[config.mk]
export PLATFORM = sky130hd
export DESIGN_NAME = crawl_gait_spline_generator_core
export DESIGN_NICKNAME = d
export VERILOG_FILES = /design/src/design/cgsg_pkg.sv /design/src/design/cgsg_div.sv /design/src/design/cgsg_mul.sv /design/src/design/crawl_gait_spline_generator_core.sv
export VERILOG_INCLUDE_DIRS = /design/src /design/src/design
export SDC_FILE = /design/constraint.sdc
export NUM_CORES = 2
export LEC_CHECK = 0
export BUFFER_PORTS_ARGS = -buffer_cell sky130_fd_sc_hd__buf_2
export CORE_MARGIN = 2
export CORE_UTILIZATION = 40
export DETAILED_ROUTE_END_ITERATION = 16
export PLACE_DENSITY = 0.57
export SETUP_SLACK_MARGIN = 0.15
export SLEW_MARGIN = 0
export SYNTH_ARGS = -nofsm -noshare
export SYNTH_HDL_FRONTEND = slang
export SYNTH_SLANG_ARGS = --single-unit
[constraint.sdc]
create_clock -name clk -period 13.78 [get_ports clk]
set_clock_uncertainty 0.05 [all_clocks]
set_input_delay 0.689 -clock clk [delete_from_list [all_inputs] [get_ports clk]]
set_output_delay 0.689 -clock clk [all_outputs]
set_load 0.03 [all_outputs]
[src/design/crawl_gait_spline_generator_core_macros.svh]
// Assertion macros used by the core design file.
`ifndef CRAWL_GAIT_SPLINE_GENERATOR_CORE_MACROS_SVH
`define CRAWL_GAIT_SPLINE_GENERATOR_CORE_MACROS_SVH
`ifndef ASSERT_OFF
`define CGSG_ASSERT_IMP(lbl, ante, cons, msg) \
    lbl: assert property (@(posedge clk) disable iff (!rst_n) (ante) |-> (cons)) \
        else $error(msg);
`define CGSG_ASSERT_NXT(lbl, ante, cons, msg) \
    lbl: assert property (@(posedge clk) disable iff (!rst_n) (ante) |=> (cons)) \
        else $error(msg);
`else
`define CGSG_ASSERT_IMP(lbl, ante, cons, msg)
`define CGSG_ASSERT_NXT(lbl, ante, cons, msg)
`endif
`endif

[src/design/cgsg_pkg.sv]
`timescale 1ns / 1ps
package cgsg_pkg;

    localparam int JOINTS_DEF = 12;
    localparam int KEY_FRAMES = 5;
    localparam int SEGS       = KEY_FRAMES - 1;

    localparam int DIV_NW = 38;
    localparam int DIV_DW = 16;
    localparam int MA_W   = 22;
    localparam int MB_W   = 17;
    localparam int MP_W   = MA_W + MB_W;
    localparam int ACC_W  = 40;
    localparam int Q_W    = 22;

    localparam logic [1:0] KIND_SAMPLE = 2'd0;
    localparam logic [1:0] KIND_TICK   = 2'd1;
    localparam logic [1:0] KIND_START  = 2'd2;

    localparam logic [2:0] CFG_ALIGN = 3'd0;
    localparam logic [2:0] CFG_RAMP  = 3'd1;
    localparam logic [2:0] CFG_TROT  = 3'd2;
    localparam logic [2:0] CFG_STIFF = 3'd3;
    localparam logic [2:0] CFG_DAMP  = 3'd4;

    typedef enum logic [2:0] {
        PH_WAIT  = 3'd0,
        PH_ALIGN = 3'd1,
        PH_TRANS = 3'd2,
        PH_TROT  = 3'd3,
        PH_DONE  = 3'd4,
        PH_IDLE  = 3'd5
    } phase_t;

    typedef struct packed {
        logic              start;
        logic [DIV_NW-1:0] num;
        logic [DIV_DW-1:0] den;
    } div_req_t;

    typedef struct packed {
        logic              busy;
        logic              done;
        logic [DIV_NW-1:0] quo;
        logic [DIV_DW-1:0] rem;
    } div_rsp_t;

    localparam logic signed [15:0] STAND_TAB [0:11] = '{
        16'sd0, 16'sd4710, -16'sd9421, 16'sd0, 16'sd4710, -16'sd9421,
        -16'sd819, 16'sd4710, -16'sd9421, 16'sd819, 16'sd4710, -16'sd9421
    };

    localparam logic signed [15:0] KEY_TAB [0:11][0:4] = '{
        '{16'sd0, -16'sd819, -16'sd1229, -16'sd410, 16'sd0},
        '{16'sd4710, 16'sd8069, 16'sd5325, 16'sd3645, 16'sd4710},
        '{-16'sd9421, -16'sd9830, -16'sd11059, -16'sd9708, -16'sd9421},
        '{16'sd1229, 16'sd410, 16'sd0, 16'sd819, 16'sd1229},
        '{16'sd5325, 16'sd3645, 16'sd4710, 16'sd8069, 16'sd5325},
        '{-16'sd11059, -16'sd9708, -16'sd9421, -16'sd9830, -16'sd11059},
        '{-16'sd1229, -16'sd410, 16'sd0, -16'sd819, -16'sd1229},
        '{16'sd5325, 16'sd3645, 16'sd4710, 16'sd8069, 16'sd5325},
        '{-16'sd11059, -16'sd9708, -16'sd9421, -16'sd9830, -16'sd11059},
        '{16'sd0, 16'sd819, 16'sd1229, 16'sd410, 16'sd0},
        '{16'sd4710, 16'sd8069, 16'sd5325, 16'sd3645, 16'sd4710},
        '{-16'sd9421, -16'sd9830, -16'sd11059, -16'sd9708, -16'sd9421}
    };

    function automatic logic signed [15:0] sat16(input logic signed [23:0] v);
        logic signed [15:0] r;
        if (v > 24'sd32767)
        begin
            r = 16'sh7fff;
        end
        else if (v < -24'sd32768)
        begin
            r = 16'sh8000;
        end
        else
        begin
            r = v[15:0];
        end
        return r;
    endfunction

endpackage

[src/design/cgsg_div.sv]
`timescale 1ns / 1ps
module cgsg_div (
    input  logic               clk,
    input  logic               rst_n,
    input  cgsg_pkg::div_req_t req,
    output cgsg_pkg::div_rsp_t rsp
);
    localparam int NW    = cgsg_pkg::DIV_NW;
    localparam int DW    = cgsg_pkg::DIV_DW;
    localparam int CNT_W = $clog2(NW + 1);

    logic             busy_reg, done_reg;
    logic [CNT_W-1:0] cnt_reg;
    logic [NW-1:0]    num_reg;
    logic [DW-1:0]    den_reg, rem_reg;
    logic [DW:0]      rem_sh;
    logic [DW+1:0]    diff;

    // One quotient bit per cycle, restoring.
    assign rem_sh = {rem_reg, num_reg[NW-1]};
    assign diff   = {1'b0, rem_sh} - {2'b00, den_reg};

    always_ff @(posedge clk or negedge rst_n)
    begin
        if (!rst_n)
        begin
            busy_reg <= 1'b0;
            done_reg <= 1'b0;
            cnt_reg  <= '0;
        end
        else
        begin
            done_reg <= 1'b0;
            if (!busy_reg && req.start)
            begin
                busy_reg <= 1'b1;
                cnt_reg  <= CNT_W'(NW);
            end
            else if (busy_reg)
            begin
                cnt_reg <= cnt_reg - 1'b1;
                if (cnt_reg == CNT_W'(1))
                begin
                    busy_reg <= 1'b0;
                    done_reg <= 1'b1;
                end
            end
        end
    end

    always_ff @(posedge clk)
    begin
        if (!busy_reg && req.start)
        begin
            num_reg <= req.num;
            den_reg <= req.den;
            rem_reg <= '0;
        end
        else if (busy_reg)
        begin
            if (!diff[DW+1])
            begin
                rem_reg <= diff[DW-1:0];
                num_reg <= {num_reg[NW-2:0], 1'b1};
            end
            else
            begin
                rem_reg <= rem_sh[DW-1:0];
                num_reg <= {num_reg[NW-2:0], 1'b0};
            end
        end
    end

    assign rsp.busy = busy_reg;
    assign rsp.done = done_reg;
    assign rsp.quo  = num_reg;
    assign rsp.rem  = rem_reg;
endmodule

[src/design/cgsg_mul.sv]
`timescale 1ns / 1ps
module cgsg_mul (
    input  logic                                clk,
    input  logic signed [cgsg_pkg::MA_W-1:0]    a,
    input  logic signed [cgsg_pkg::MB_W-1:0]    b,
    output logic signed [cgsg_pkg::MP_W-1:0]    prod
);
    logic signed [cgsg_pkg::MP_W-1:0] prod_reg;

    always_ff @(posedge clk)
    begin
        prod_reg <= cgsg_pkg::MP_W'(a) * cgsg_pkg::MP_W'(b);
    end

    assign prod = prod_reg;
endmodule

[src/design/crawl_gait_spline_generator_core.sv]
`timescale 1ns / 1ps
// Sample, start, unused and non-commanding tick items are handled in the idle state; a done tick also passes
// through the emit state. A commanded tick emits one beat per joint, and transition and trot ticks first
// find the segment and fraction; the shared radix-2 divider performs every division of a tick.
// Output stalls lengthen a tick; a new item is taken once the last beat of the tick is loaded.
// Reset clears the phase, counters, sample mask and output valid and loads the
// register defaults; the angle stores hold no value until written.
`include "crawl_gait_spline_generator_core_macros.svh"
module crawl_gait_spline_generator_core #(
    parameter int JOINTS = cgsg_pkg::JOINTS_DEF
) (
    input  logic               clk,
    input  logic               rst_n,
    input  logic               in_valid,
    output logic               in_ready,
    input  logic [1:0]         kind,
    input  logic [3:0]         joint_index,
    input  logic signed [15:0] measured_angle,
    output logic               out_valid,
    input  logic               out_ready,
    output logic [3:0]         joint_number,
    output logic signed [15:0] target_angle,
    output logic [15:0]        stiffness,
    output logic [15:0]        damping,
    output logic [2:0]         phase,
    output logic               finished,
    output logic               last,
    input  logic               cfg_valid,
    output logic               cfg_ready,
    input  logic [2:0]         cfg_index,
    input  logic [15:0]        cfg_data
);
    localparam int JW   = (JOINTS > 1) ? $clog2(JOINTS) : 1;
    localparam int MA_W = cgsg_pkg::MA_W;
    localparam int MB_W = cgsg_pkg::MB_W;
    localparam int MP_W = cgsg_pkg::MP_W;
    localparam int NW   = cgsg_pkg::DIV_NW;
    localparam int ACC_W = cgsg_pkg::ACC_W;
    localparam int Q_W  = cgsg_pkg::Q_W;
    localparam int KF   = cgsg_pkg::KEY_FRAMES;

    typedef enum logic [14:0] {
        S_IDLE = 15'b000000000000001,
        S_DIVW = 15'b000000000000010,
        S_U2   = 15'b000000000000100,
        S_U3   = 15'b000000000001000,
        S_UL   = 15'b000000000010000,
        S_C1   = 15'b000000000100000,
        S_C2   = 15'b000000001000000,
        S_C3   = 15'b000000010000000,
        S_C4   = 15'b000000100000000,
        S_CQ   = 15'b000001000000000,
        S_RMUL = 15'b000010000000000,
        S_RDIV = 15'b000100000000000,
        S_AMUL = 15'b001000000000000,
        S_ADIV = 15'b010000000000000,
        S_EMIT = 15'b100000000000000
    } state_t;

    typedef enum logic [2:0] {
        OP_MOD   = 3'd0,
        OP_SEG   = 3'd1,
        OP_FRAC  = 3'd2,
        OP_ALIGN = 3'd3,
        OP_RAMP  = 3'd4
    } div_op_t;

    state_t state_reg, state_next;
    div_op_t op_reg, op_next;
    cgsg_pkg::phase_t phase_reg, phase_next, ph_cur_reg, ph_cur_next;

    logic [15:0] align_ticks_reg, ramp_ticks_reg, trot_ticks_reg, stiff_reg, damp_reg;
    logic [15:0] align_step_reg, align_step_next, ramp_step_reg, ramp_step_next;
    logic [15:0] trot_step_reg, trot_step_next;
    logic [2:0]  cycle_count_reg, cycle_count_next;
    logic [JOINTS-1:0] mask_reg, mask_next;
    logic [JW-1:0] j_reg, j_next;
    logic        fin_reg, fin_next, neg_reg, neg_next;
    logic [15:0] rs_reg, rs_next, uq_reg, uq_next, u2_reg, u2_next, u3_reg, u3_next;
    logic [2:0]  seg_reg, seg_next;
    logic signed [ACC_W-1:0] acc_reg, acc_next;
    logic signed [Q_W-1:0]   q_reg, q_next;
    logic signed [15:0] res_reg, res_next;

    logic out_valid_reg, out_valid_next;
    logic [3:0] out_joint_reg, out_joint_next;
    logic signed [15:0] out_angle_reg, out_angle_next;
    logic [15:0] out_stiff_reg, out_stiff_next, out_damp_reg, out_damp_next;
    logic [2:0] out_phase_reg, out_phase_next;
    logic out_fin_reg, out_fin_next, out_last_reg, out_last_next;

    logic signed [15:0] measured_store_reg [JOINTS];
    logic signed [15:0] start_pose_reg [JOINTS];
    logic store_we, capture;

    cgsg_pkg::div_req_t div_req;
    cgsg_pkg::div_rsp_t div_rsp;
    logic signed [MA_W-1:0] mul_a;
    logic signed [MB_W-1:0] mul_b;
    logic signed [MP_W-1:0] prod;

    logic [15:0] t_eff, r_eff, p_eff;
    logic        accept_in;
    logic [3:0]  jj, jrow;
    logic [3:0]  k0, k1, k2, k3;
    logic [2:0]  c0i, c1i, c2i, c3i;
    logic signed [MA_W-1:0] p0, p1, p2, p3, cf1, cf2, cf3, b_st, a_po;
    logic [16:0] s_inc, ramp_inc;
    logic [15:0] s_val;
    logic [2:0]  cc_tmp;
    logic [MP_W-1:0] abs_prod;
    logic [ACC_W-1:0] abs_acc, rnd_acc;
    logic signed [Q_W-1:0] q_val;
    logic signed [23:0] quo_s, sum_v;
    logic [15:0] den_sel;

    function automatic logic [2:0] col_of(input logic [3:0] k);
        logic [3:0] c;
        c = (k >= 4'd5) ? k - 4'd5 : k;
        return c[2:0];
    endfunction

    cgsg_div u_div (
        .clk  (clk),
        .rst_n(rst_n),
        .req  (div_req),
        .rsp  (div_rsp)
    );

    cgsg_mul u_mul (
        .clk (clk),
        .a   (mul_a),
        .b   (mul_b),
        .prod(prod)
    );

    assign t_eff = (align_ticks_reg == 16'd0) ? 16'd1 : align_ticks_reg;
    assign r_eff = (ramp_ticks_reg == 16'd0) ? 16'd1 : ramp_ticks_reg;
    assign p_eff = (trot_ticks_reg == 16'd0) ? 16'd1 : trot_ticks_reg;

    assign in_ready  = (state_reg == S_IDLE);
    assign accept_in = in_valid && in_ready;
    assign cfg_ready = 1'b1;

    // Key frame lookups for the current segment and joint.
    assign jj   = 4'(j_reg);
    assign jrow = (jj >= 4'd12) ? jj - 4'd12 : jj;
    assign k1   = {1'b0, seg_reg};
    assign k0   = (k1 + 4'(KF - 1) >= 4'(KF)) ? k1 + 4'(KF - 1) - 4'(KF) : k1 + 4'(KF - 1);
    assign k2   = (k1 + 4'd1 >= 4'(KF)) ? k1 + 4'd1 - 4'(KF) : k1 + 4'd1;
    assign k3   = (k1 + 4'd2 >= 4'(KF)) ? k1 + 4'd2 - 4'(KF) : k1 + 4'd2;
    assign c0i  = col_of(k0);
    assign c1i  = col_of(k1);
    assign c2i  = col_of(k2);
    assign c3i  = col_of(k3);
    assign p0   = MA_W'(cgsg_pkg::KEY_TAB[jrow][c0i]);
    assign p1   = MA_W'(cgsg_pkg::KEY_TAB[jrow][c1i]);
    assign p2   = MA_W'(cgsg_pkg::KEY_TAB[jrow][c2i]);
    assign p3   = MA_W'(cgsg_pkg::KEY_TAB[jrow][c3i]);
    assign cf1  = p2 - p0;
    assign cf2  = (p0 <<< 1) - (p1 <<< 2) - p1 + (p2 <<< 2) - p3;
    assign cf3  = (p1 <<< 1) + p1 - p0 - (p2 <<< 1) - p2 + p3;
    assign b_st = MA_W'(cgsg_pkg::STAND_TAB[jrow]);
    assign a_po = MA_W'(start_pose_reg[j_reg]);

    assign s_inc    = {1'b0, align_step_reg} + 17'd1;
    assign s_val    = (s_inc > {1'b0, t_eff}) ? t_eff : s_inc[15:0];
    assign ramp_inc = (ramp_step_reg == 16'hffff) ? 17'h0ffff : {1'b0, ramp_step_reg} + 17'd1;

    // Round the spline sum by 2^17, ties away from zero.
    assign abs_acc = acc_reg[ACC_W-1] ? ACC_W'(-acc_reg) : ACC_W'(acc_reg);
    assign rnd_acc = (abs_acc + ACC_W'(65536)) >> 17;
    assign q_val   = acc_reg[ACC_W-1] ? -Q_W'(rnd_acc) : Q_W'(rnd_acc);

    assign abs_prod = prod[MP_W-1] ? MP_W'(-prod) : MP_W'(prod);
    assign quo_s    = neg_reg ? -$signed({1'b0, div_rsp.quo[22:0]})
                              : $signed({1'b0, div_rsp.quo[22:0]});
    assign den_sel  = (state_reg == S_ADIV) ? t_eff : r_eff;

    always_comb
    begin
        state_next       = state_reg;
        op_next          = op_reg;
        phase_next       = phase_reg;
        ph_cur_next      = ph_cur_reg;
        align_step_next  = align_step_reg;
        ramp_step_next   = ramp_step_reg;
        trot_step_next   = trot_step_reg;
        cycle_count_next = cycle_count_reg;
        mask_next        = mask_reg;
        j_next           = j_reg;
        fin_next         = fin_reg;
        neg_next         = neg_reg;
        rs_next          = rs_reg;
        uq_next          = uq_reg;
        u2_next          = u2_reg;
        u3_next          = u3_reg;
        seg_next         = seg_reg;
        acc_next         = acc_reg;
        q_next           = q_reg;
        res_next         = res_reg;
        store_we         = 1'b0;
        capture          = 1'b0;
        cc_tmp           = cycle_count_reg;
        sum_v            = '0;
        div_req.start    = 1'b0;
        div_req.num      = '0;
        div_req.den      = p_eff;
        mul_a            = '0;
        mul_b            = '0;

        out_valid_next = out_ready ? 1'b0 : out_valid_reg;
        out_joint_next = out_joint_reg;
        out_angle_next = out_angle_reg;
        out_stiff_next = out_stiff_reg;
        out_damp_next  = out_damp_reg;
        out_phase_next = out_phase_reg;
        out_fin_next   = out_fin_reg;
        out_last_next  = out_last_reg;

        case (state_reg)
            S_IDLE:
            begin
                if (accept_in)
                begin
                    case (kind)
                        cgsg_pkg::KIND_SAMPLE:
                        begin
                            if ({1'b0, joint_index} < 5'(JOINTS))
                            begin
                                store_we = 1'b1;
                                mask_next[joint_index[JW-1:0]] = 1'b1;
                            end
                        end
                        cgsg_pkg::KIND_START:
                        begin
                            phase_next       = cgsg_pkg::PH_WAIT;
                            align_step_next  = '0;
                            ramp_step_next   = '0;
                            trot_step_next   = '0;
                            cycle_count_next = '0;
                        end
                        cgsg_pkg::KIND_TICK:
                        begin
                            case (phase_reg)
                                cgsg_pkg::PH_WAIT:
                                begin
                                    if (&mask_reg)
                                    begin
                                        capture         = 1'b1;
                                        align_step_next = '0;
                                        phase_next      = cgsg_pkg::PH_ALIGN;
                                    end
                                end
                                cgsg_pkg::PH_ALIGN:
                                begin
                                    align_step_next = s_val;
                                    if (s_val >= t_eff)
                                    begin
                                        phase_next     = cgsg_pkg::PH_TRANS;
                                        ramp_step_next = '0;
                                        trot_step_next = '0;
                                    end
                                    ph_cur_next = cgsg_pkg::PH_ALIGN;
                                    fin_next    = 1'b0;
                                    j_next      = '0;
                                    state_next  = S_AMUL;
                                end
                                cgsg_pkg::PH_TRANS, cgsg_pkg::PH_TROT:
                                begin
                                    if (phase_reg == cgsg_pkg::PH_TRANS)
                                    begin
                                        ramp_step_next = ramp_inc[15:0];
                                        rs_next = (ramp_inc[15:0] < r_eff) ? ramp_inc[15:0] : r_eff;
                                        if (ramp_inc[15:0] >= r_eff)
                                        begin
                                            phase_next = cgsg_pkg::PH_TROT;
                                        end
                                    end
                                    ph_cur_next   = phase_reg;
                                    fin_next      = 1'b0;
                                    div_req.start = 1'b1;
                                    div_req.num   = NW'({1'b0, trot_step_reg} + 17'd1);
                                    op_next       = OP_MOD;
                                    state_next    = S_DIVW;
                                end
                                cgsg_pkg::PH_DONE:
                                begin
                                    fin_next    = 1'b1;
                                    ph_cur_next = cgsg_pkg::PH_DONE;
                                    phase_next  = cgsg_pkg::PH_IDLE;
                                    state_next  = S_EMIT;
                                end
                                default:
                                begin
                                end
                            endcase
                        end
                        default:
                        begin
                        end
                    endcase
                end
            end
            S_DIVW:
            begin
                if (div_rsp.done)
                begin
                    case (op_reg)
                        OP_MOD:
                        begin
                            trot_step_next = div_rsp.rem;
                            if (ph_cur_reg == cgsg_pkg::PH_TROT)
                            begin
                                if (div_rsp.rem >= p_eff - 16'd1 && cycle_count_reg < 3'd7)
                                begin
                                    cc_tmp = cycle_count_reg + 3'd1;
                                end
                                cycle_count_next = cc_tmp;
                                if (cc_tmp >= 3'd4)
                                begin
                                    phase_next = cgsg_pkg::PH_DONE;
                                end
                            end
                            div_req.start = 1'b1;
                            div_req.num   = NW'(div_rsp.rem) * NW'(cgsg_pkg::SEGS);
                            op_next       = OP_SEG;
                        end
                        OP_SEG:
                        begin
                            seg_next      = div_rsp.quo[2:0];
                            div_req.start = 1'b1;
                            div_req.num   = NW'({div_rsp.rem, 16'h0000});
                            op_next       = OP_FRAC;
                        end
                        OP_FRAC:
                        begin
                            uq_next    = div_rsp.quo[15:0];
                            state_next = S_U2;
                        end
                        OP_ALIGN:
                        begin
                            sum_v      = 24'(a_po) + quo_s;
                            res_next   = cgsg_pkg::sat16(sum_v);
                            state_next = S_EMIT;
                        end
                        OP_RAMP:
                        begin
                            sum_v      = 24'(b_st) + quo_s;
                            res_next   = cgsg_pkg::sat16(sum_v);
                            state_next = S_EMIT;
                        end
                        default:
                        begin
                            state_next = S_IDLE;
                        end
                    endcase
                end
            end
            S_U2:
            begin
                mul_a      = MA_W'({1'b0, uq_reg});
                mul_b      = MB_W'({1'b0, uq_reg});
                state_next = S_U3;
            end
            S_U3:
            begin
                u2_next    = prod[31:16];
                mul_a      = MA_W'({1'b0, prod[31:16]});
                mul_b      = MB_W'({1'b0, uq_reg});
                state_next = S_UL;
            end
            S_UL:
            begin
                u3_next    = prod[31:16];
                j_next     = '0;
                state_next = S_C1;
            end
            S_C1:
            begin
                acc_next   = ACC_W'(p1) <<< 17;
                mul_a      = cf1;
                mul_b      = MB_W'({1'b0, uq_reg});
                state_next = S_C2;
            end
            S_C2:
            begin
                acc_next   = acc_reg + ACC_W'(prod);
                mul_a      = cf2;
                mul_b      = MB_W'({1'b0, u2_reg});
                state_next = S_C3;
            end
            S_C3:
            begin
                acc_next   = acc_reg + ACC_W'(prod);
                mul_a      = cf3;
                mul_b      = MB_W'({1'b0, u3_reg});
                state_next = S_C4;
            end
            S_C4:
            begin
                acc_next   = acc_reg + ACC_W'(prod);
                state_next = S_CQ;
            end
            S_CQ:
            begin
                q_next = q_val;
                if (ph_cur_reg == cgsg_pkg::PH_TRANS)
                begin
                    state_next = S_RMUL;
                end
                else
                begin
                    res_next   = cgsg_pkg::sat16(24'(q_val));
                    state_next = S_EMIT;
                end
            end
            S_RMUL:
            begin
                mul_a      = q_reg - b_st;
                mul_b      = MB_W'({1'b0, rs_reg});
                state_next = S_RDIV;
            end
            S_AMUL:
            begin
                mul_a      = b_st - a_po;
                mul_b      = MB_W'({1'b0, align_step_reg});
                state_next = S_ADIV;
            end
            S_ADIV, S_RDIV:
            begin
                neg_next      = prod[MP_W-1];
                div_req.start = 1'b1;
                div_req.den   = den_sel;
                div_req.num   = abs_prod[NW-1:0] + NW'(den_sel >> 1);
                op_next       = (state_reg == S_ADIV) ? OP_ALIGN : OP_RAMP;
                state_next    = S_DIVW;
            end
            S_EMIT:
            begin
                if (!out_valid_reg || out_ready)
                begin
                    out_valid_next = 1'b1;
                    out_phase_next = ph_cur_reg;
                    out_fin_next   = fin_reg;
                    if (fin_reg)
                    begin
                        out_joint_next = '0;
                        out_angle_next = '0;
                        out_stiff_next = '0;
                        out_damp_next  = '0;
                        out_last_next  = 1'b1;
                        state_next     = S_IDLE;
                    end
                    else
                    begin
                        out_joint_next = jj;
                        out_angle_next = res_reg;
                        out_stiff_next = stiff_reg;
                        out_damp_next  = damp_reg;
                        out_last_next  = (j_reg == JW'(JOINTS - 1));
                        if (j_reg == JW'(JOINTS - 1))
                        begin
                            state_next = S_IDLE;
                        end
                        else
                        begin
                            j_next     = j_reg + 1'b1;
                            state_next = (ph_cur_reg == cgsg_pkg::PH_ALIGN) ? S_AMUL : S_C1;
                        end
                    end
                end
            end
            default:
            begin
                state_next = S_IDLE;
            end
        endcase
    end

    always_ff @(posedge clk or negedge rst_n)
    begin
        if (!rst_n)
        begin
            state_reg       <= S_IDLE;
            op_reg          <= OP_MOD;
            phase_reg       <= cgsg_pkg::PH_WAIT;
            ph_cur_reg      <= cgsg_pkg::PH_WAIT;
            align_ticks_reg <= 16'd500;
            ramp_ticks_reg  <= 16'd500;
            trot_ticks_reg  <= 16'd250;
            stiff_reg       <= '0;
            damp_reg        <= '0;
            align_step_reg  <= '0;
            ramp_step_reg   <= '0;
            trot_step_reg   <= '0;
            cycle_count_reg <= '0;
            mask_reg        <= '0;
            j_reg           <= '0;
            fin_reg         <= 1'b0;
            out_valid_reg   <= 1'b0;
        end
        else
        begin
            state_reg       <= state_next;
            op_reg          <= op_next;
            phase_reg       <= phase_next;
            ph_cur_reg      <= ph_cur_next;
            align_step_reg  <= align_step_next;
            ramp_step_reg   <= ramp_step_next;
            trot_step_reg   <= trot_step_next;
            cycle_count_reg <= cycle_count_next;
            mask_reg        <= mask_next;
            j_reg           <= j_next;
            fin_reg         <= fin_next;
            out_valid_reg   <= out_valid_next;
            if (cfg_valid && cfg_ready)
            begin
                case (cfg_index)
                    cgsg_pkg::CFG_ALIGN: align_ticks_reg <= cfg_data;
                    cgsg_pkg::CFG_RAMP:  ramp_ticks_reg  <= cfg_data;
                    cgsg_pkg::CFG_TROT:  trot_ticks_reg  <= cfg_data;
                    cgsg_pkg::CFG_STIFF: stiff_reg       <= cfg_data;
                    cgsg_pkg::CFG_DAMP:  damp_reg        <= cfg_data;
                    default:
                    begin
                    end
                endcase
            end
        end
    end

    always_ff @(posedge clk)
    begin
        neg_reg       <= neg_next;
        rs_reg        <= rs_next;
        uq_reg        <= uq_next;
        u2_reg        <= u2_next;
        u3_reg        <= u3_next;
        seg_reg       <= seg_next;
        acc_reg       <= acc_next;
        q_reg         <= q_next;
        res_reg       <= res_next;
        out_joint_reg <= out_joint_next;
        out_angle_reg <= out_angle_next;
        out_stiff_reg <= out_stiff_next;
        out_damp_reg  <= out_damp_next;
        out_phase_reg <= out_phase_next;
        out_fin_reg   <= out_fin_next;
        out_last_reg  <= out_last_next;
        if (store_we)
        begin
            measured_store_reg[joint_index[JW-1:0]] <= measured_angle;
        end
        if (capture)
        begin
            start_pose_reg <= measured_store_reg;
        end
    end

    assign out_valid    = out_valid_reg;
    assign joint_number = out_joint_reg;
    assign target_angle = out_angle_reg;
    assign stiffness    = out_stiff_reg;
    assign damping      = out_damp_reg;
    assign phase        = out_phase_reg;
    assign finished     = out_fin_reg;
    assign last         = out_last_reg;

    `CGSG_ASSERT_IMP(a_div_busy_in_wait, div_rsp.busy, state_reg == S_DIVW, "divider busy outside wait")
    `CGSG_ASSERT_IMP(a_div_done_in_wait, div_rsp.done, state_reg == S_DIVW, "divider done outside wait")
    `CGSG_ASSERT_IMP(a_finished_is_last, out_valid && finished, last, "done beat is not a last beat")
    `CGSG_ASSERT_IMP(a_last_joint, out_valid && last && !finished, joint_number == 4'(JOINTS - 1), "bad last")
    `CGSG_ASSERT_NXT(a_emit_loads, (state_reg == S_EMIT) && (!out_valid || out_ready), out_valid, "no load")
endmodule
# Word level (Yosys, flattened, before mapping)
# Memory sizes are Yosys's and may differ from the RTL's.
# Cells that the tools add are included.
[word_totals]
mem_count = 2
inputBits = 46
romBits = 1536
regBits = 877
output_inout_bits = 60
word_cells = 415
[op_classes]
muxes = 150
n_eq_ne = 65
bitwise = 8
mul = 1
n_lt_le_gt_ge = 32
n_addsub = 40
n_reduce_logical = 53
[mem_list]
columns = ["memory", "depth", "word_bits", "read_ports", "rd_clocked_by_memory_dff", "wr", "line", "rtl"]
rows = [
  ["(no name shown)", 16, 80, 1, 0, 0, "crawl_gait_spline_generator_core.sv:159", "assign p3 = MA_W'(cgsg_pkg::KEY_TAB[jrow][c3i]);"],
  ["(no name shown)", 16, 16, 1, 0, 0, "crawl_gait_spline_generator_core.sv:163", "assign b_st = MA_W'(cgsg_pkg::STAND_TAB[jrow]);"],
]
[ops]
columns = ["cell", "count"]
rows = [
  ["$mux W16", 37],
  ["$pmux W16 S2", 8],
  ["$pmux W15 S14", 1],
  ["$mux W39", 5],
  ["$bmux W16 S3", 4],
  ["$bwmux W192", 1],
  ["$mux W80", 2],
  ["$pmux W22 S7", 1],
  ["$pmux W39 S3", 1],
  ["$mux W38", 3],
  ["$pmux W15 S3", 2],
  ["$mux W3", 28],
  ["$pmux W16 S5", 1],
  ["$pmux W40 S2", 1],
  ["$pmux W39 S2", 1],
  ["$mux W15", 5],
  ["$bmux W16 S4", 1],
  ["$demux W16 S4", 1],
  ["$add A16 B24 Y24", 2],
  ["$ge A16 B16 Y1", 3],
  ["$gt A24 B16 Y1 const B", 2],
  ["$logic_not A16 Y1", 3],
  ["$lt A24 B16 Y1 const B", 2],
  ["$add A40 B39 Y40", 1],
  ["106 further kinds", 233],
]

# Longest topological paths before layout
[logic_depth]
depth_word = 16
depth_mapped = 69

# Modules after synthesis
# Synthesis repeated with hierarchy kept, for this count alone.
[unflattened]
hier_cells = 6850
hier_area_um2 = 69475.4
[modules_own_cells]
columns = ["module", "area_per_inst_um2", "seq_area_each_um2", "cells_each", "n_inst"]
rows = [
  ["crawl_gait_spline_generator_core", 50937.6, 21979.8, 4934, 1],
  ["cgsg_mul", 14497.7, 780.7, 1583, 1],
  ["cgsg_div", 4040.1, 2142.1, 333, 1],
]

# Worst setup path before layout
# No wires, ideal clock.
[synth_timing]
path_type = "reg2reg"
startpoint = "register seg_reg[0]"
endpoint = "register u_mul.prod_reg (netlist bit u_mul.prod[37])"
setup_slack_ps = -540
synth_period_minus_slack_ps = 14320
path_stages_with_launch = 60
setup_ps = 72
arrival_ps = 14198
n_path_buf = 2
path_cell_list = "edfxtp_1 -> clkbuf_1 -> inv_1 -> ha_1 -> nand3_1 -> o21ai_0 -> o21ai_0 -> xnor2_1 -> inv_1 -> ha_1 -> nor2b_1 -> a32oi_1 -> o21ai_0 -> o31ai_1 -> clkbuf_1 -> nor2_1 -> o21ai_0 -> o21ai_0 -> [24 not listed] -> fa_1 -> inv_1 -> fa_1 -> fa_1 -> inv_1 -> fa_1 -> inv_1 -> ha_1 -> and3_1 -> a221o_1 -> a31oi_1 -> o211a_1 -> a211oi_1 -> a41o_1 -> or4_1 -> a41o_1 -> a21oi_1 -> xnor2_1"
[synth_between]
elab_chain_len = 15
elab_cells_between_ends = 52
cone_classes = "add/sub: 20; mul: 1; order compare: 7; mux: 20; bitwise: 4"
[synth_rtl]
columns = ["element", "line", "rtl"]
rows = [
  ["start: declaration", "crawl_gait_spline_generator_core.sv:80", "logic [2:0] seg_reg, seg_next;"],
  ["start signal: assignment", "crawl_gait_spline_generator_core.sv:540", "seg_reg <= seg_next;"],
  ["$add A3 B3 Y4", "crawl_gait_spline_generator_core.sv:149", "assign k0 = (k1 + 4'(KF - 1) >= 4'(KF)) ? k1 + 4'(KF - 1) - 4'(KF) : k1 + 4'(KF - 1);"],
  ["$sub A4 B3 Y4 or $ge A4 B3 Y1 (tied branches)", "crawl_gait_spline_generator_core.sv:149", ""],
  ["$mux W4", "crawl_gait_spline_generator_core.sv:149", ""],
  ["$ge A4 B3 Y1 or $sub A3 B3 Y3 (tied branches)", "crawl_gait_spline_generator_core.sv:119", "c = (k >= 4'd5) ? k - 4'd5 : k;"],
  ["$mux W3", "crawl_gait_spline_generator_core.sv:119", ""],
  ["$not A3 Y4 (implied by the code)", "crawl_gait_spline_generator_core.sv:156", "assign p0 = MA_W'(cgsg_pkg::KEY_TAB[jrow][c0i]);"],
  ["$bmux W16 S3", "crawl_gait_spline_generator_core.sv:156", ""],
  ["$mux W16 (implied by the code) (2 in series)", "crawl_gait_spline_generator_core.sv:156", ""],
  ["$sub A18 B16 Y19 or $sub A17 B18 Y19 (tied branches)", "crawl_gait_spline_generator_core.sv:162, crawl_gait_spline_generator_core.sv:161", ""],
  ["$sub A19 B17 Y20 or $sub A19 B16 Y20 (tied branches)", "crawl_gait_spline_generator_core.sv:162, crawl_gait_spline_generator_core.sv:161", ""],
  ["$sub A20 B16 Y21 or $add A20 B18 Y21 (tied branches)", "crawl_gait_spline_generator_core.sv:162, crawl_gait_spline_generator_core.sv:161", ""],
  ["$add A21 B16 Y22 or $sub A21 B16 Y22 (tied branches)", "crawl_gait_spline_generator_core.sv:162, crawl_gait_spline_generator_core.sv:161", ""],
  ["$pmux W22 S7 (*)", "crawl_gait_spline_generator_core.sv:221", "case (state_reg)"],
  ["$mul A22 B17 Y39 (*)", "cgsg_mul.sv:12", "prod_reg <= cgsg_pkg::MP_W'(a) * cgsg_pkg::MP_W'(b);"],
  ["end signal: assignment", "cgsg_mul.sv:12", ""],
  ["end: declaration", "cgsg_mul.sv:8", "logic signed [cgsg_pkg::MP_W-1:0] prod_reg;"],
]
# Mark *: on every way between the ends. The rest lies on a longest branch, timed or not. The select of a mux whose other input is x is not followed.
# A chain may end at the register's enable or synchronous reset.

# Worst setup path after layout
[layout_timing]
startpoint = "register seg_reg[1]"
endpoint = "register u_mul.prod_reg (netlist bit u_mul.prod[37])"
# Same word-level chain as after synthesis.

==> metrics.md <==
| Metric | Value |
|---|---|
| Status | complete, no violations |
| Clk root buf | clkbuf_16 |
| Critical Path Most Common Cell | fa_1 |
| Most used cells in the layout excluding fill and tap cells | 769 x inv_1, 672 x nand2_1, 641 x edfxtp_1 |
| Dpl cells | 9199 |
| RSZ-0062 raised after global routing | true |
| Placeable Area | 167000 sq um |
| Synth cell types | 106 |
| Largest net degree at the start of global routing | 75 |
| CP max stage delay | 0.55 ns |
| PwrDens | 76.4 nW/um^2 |
| Netlist Area Pre-Place | between 60000 and 70000 sq um |
| Post-synth top area share | between 20% and 30% |
| Vias | 52.1k |
| Initial core utilization | 40.3% |
| CP max FO | 7 |
| Rows | 150 |
| Worst Path Buf+Inv | 17 |
| Die footprint | 171000 sq um |
| Critical Path Slowest Stage Cell | fa_1 |
| Yosys top cell by area | edfxtp_1 |
| Delay-heaviest family, CP | adder cells |
| Ys Warns | 0 |
| Fin nets | 8106 |
| Final core utilization | 47.2% |
| Worst EP required | 14.42 ns |
| CTS tree | built |
| Fmax | 0.0738 GHz |
| Synth Flop Type | edfxtp_1 |
| Number of synthesized register bits | just under 900 |
| Vias per inst | 5.49 |
| Placed Area | approximately 73000 sq um |
| Post-layout min period | 13.55 ns |
| Pre-CTS setup slack | -0.769 ns |
| Initial antenna violation count | 8 |
| Final hold vios | 0 |
| Share of power burned in registers | around half |
| Area contributors post-synth | edfxtp_1 29%, fa_1 14%, ha_1 7.6% |
| CTS buffer count | 99 |
| Wirelength per Cell | 22.9 microns |
| Setup ws final | around 0.23 ns |
| CP Capture Type | flop |
| Fillers | around 16k |
| Initial DRC Count | 4309 |
| Number of sinks on the clock net | 877 |
| GP Congestion | 0.961 |
| Slew headroom | about a fifth |
| Max-cap violations | 0 |
| Vias in the first global route | 52.2k |
| Setup TNS | 0 ns |
| Min-delay worst type | input port to flop |
| # H-tree levels | 3 |
| Synth Instances | 6677 |
| Tightest Pin Transition | 1.21 ns |
| Switching Share | a little under a quarter |
| Area delta synth->final | 17.2% |
| Static leakage | roughly 34 nW |
| Clk pwr share | 46.7% |
| Total GRT Usage | between 20% and 30% |
| Non-Filler Instances | 9487 |
| Crit path launch type | flop |
| WP data arrival | about 14 ns |
| Clock slew at reported path FFs | approximately 0.07 ns |
| First-pass detailed-route iteration total | 8 |
| Peak supply drop | 0.000151 V |
| Most common cell after layout, fill and taps aside | inv_1 |
| Total routed wirelength | ~220000 microns |
| Synth Area per Inst | 10.1 sq um |
| Switching power | 0.00140 W |
| Antenna Nets Post-Route | 0 |
| Logic pwr share | 4.7% |
| Max Root-Sink Buffers | 3 |
| Skew-Pair Late Insertion Delay | 0.76 ns |
| DRC | 0 |
| Cell area after layout | between 70000 and 80000 sq um |
| FFs w/ async S/R, synth | 20.6% |
| Seq/Total Area, Yosys | 37.0% |
| Die height | approximately 410 microns |
| Crit Path Class | flop to flop |
| Period utilization | ~98% |
| Int Pwr | 0.00462 W |
| Setup violators final | 0 |
| Grt ovf | 0 |
| Syn Nets | 7589 |
| Die X | 414 microns |
| I/O pins | about 110 |
| HPWL Detailed | 167000 microns |
| Number of synthesized flops with an enable pin | 641 |
| Share of post-route cells with drive strength above 1 | between 10% and 20% |
| First-pass GRT wire length | 328000 microns |
| Fin. max-slew vios | 0 |
| I/O Buffers | 104 |
==> layout make-up <==
class	instances	area, sq um	share of cell area, %
Tap cell	2204	2760	3.50
Antenna cell	2	5.00	0.00635
Multi-Input combinational cell	4724	39600	50.2
Clock inverter	72	925	1.17
Inverter	823	3090	3.92
Timing Repair Buffer	669	4960	6.30
Sequential cell	877	24900	31.6
Clock buffer	116	2570	3.26
==> worst register-to-register path: cells and delay by family, from the launching register on <==
kind / cells / cell delay [ns]
buffers and inverters: 17 / 1.56
AO/OA/AOI/OAI: 26 / 3.98
AND/OR/NAND/NOR: 8 / 1.27
adder cells (fa/ha/maj): 13 / 5.75
XOR/XNOR: 3 / 0.39
flip-flops: 1 / 0.50
==> Yosys cell counts (all sizes together), types with 42 or more instances <==
cell	instances
clkbuf	224
ha	406
and2	76
xor2	128
mux2	94
nor2	418
fa	460
nor3	84
nand2b	55
nand3	99
o31ai	49
o21a	42
xnor2	283
nor2b	127
inv	819
edfxtp	641
nand2	694
mux2i	57
a21o	115
a21oi	333
o21ai	400
or3	57
a21boi	43
a31oi	52
dfxtp	55
dfrtp	162
==> metrics by stage <==
stage | power (W) | hold slack, ns
2_1_floorplan | 0.00314 | 0.343
5_1_grt | 0.00622 | 0.161
4_1_cts | 0.00609 | 0.142
3_5_place_dp | 0.00326 | 0.355
3_3_place_gp | 0.00325 | 0.350
6_report | 0.00602 | 0.202
==> final timing paths <==
path / startpoint / depth (start not counted) / endpoint / slack [ns]
worst max register to register: seg_reg[1]$_DFFE_PP_ / 67 / u_mul.prod[37]$_DFF_P_ / 0.23
worst max-delay path: seg_reg[1]$_DFFE_PP_ / 67 / u_mul.prod[37]$_DFF_P_ / 0.23
max in group asynchronous: rst_n / 4 / state_reg[13]$_DFFE_PN0P_ / 11.17
worst min-delay path: cfg_data[6] / 3 / ramp_ticks_reg[6]$_DFFE_PN1P_ / 0.20
min in group asynchronous: rst_n / 2 / damp_reg[4]$_DFFE_PN0P_ / 0.42
worst min register to register: measured_store_reg[52]$_DFFE_PP_ / 0 / start_pose_reg[52]$_DFFE_PP_ / 0.33
==> power groups by stage <==
stage               combinational, W  clock [W]  sequential [W]
floorplan                   0.000177          0         0.00296
global placement            0.000277          0         0.00298
detailed placement          0.000285          0         0.00298
CTS                         0.000287    0.00288         0.00292
global route                0.000315    0.00297         0.00293
finish                      0.000284    0.00281         0.00292
==> per-layer routing <==
layer	wire (microns)	GRT usage, %	share of wire, %	vias up
met5	27	0	0.012	-
met4	8510	8.60	3.9	4
met3	12400	3.63	5.7	349
met2	101000	41.4	46	1543
met1	95700	34.7	44	26100
li1	-	-	-	24200
==> cells by family (layout without fill, tap and decap cells) <==
kind of cell / count (synthesis) / count (layout) / share of synthesized area [%]
other: 1 / 3 / 0.00558
flip-flops: 877 / 877 / 37.0
AND/OR/NAND/NOR: 1844 / 1844 / 13.0
AO/OA/AOI/OAI: 1411 / 1411 / 13.7
buffers and inverters: 1076 / 1680 / 6.06
adder cells (fa/ha/maj): 872 / 872 / 21.3
multiplexers: 185 / 185 / 3.56
XOR/XNOR: 411 / 411 / 5.36
==> timing repair <==
item | 4_1_cts | 5_1_grt
buffers inserted | 59 | 37
pin swaps | 69 | 164
hold buffers | 1 | 0
cloned | 1 | 0
resized for setup | 93 | 228
hold endpoints to repair | 63 | 0
setup endpoints to repair | 11 | 14
Note: power is estimated with default switching activity, not from simulation.
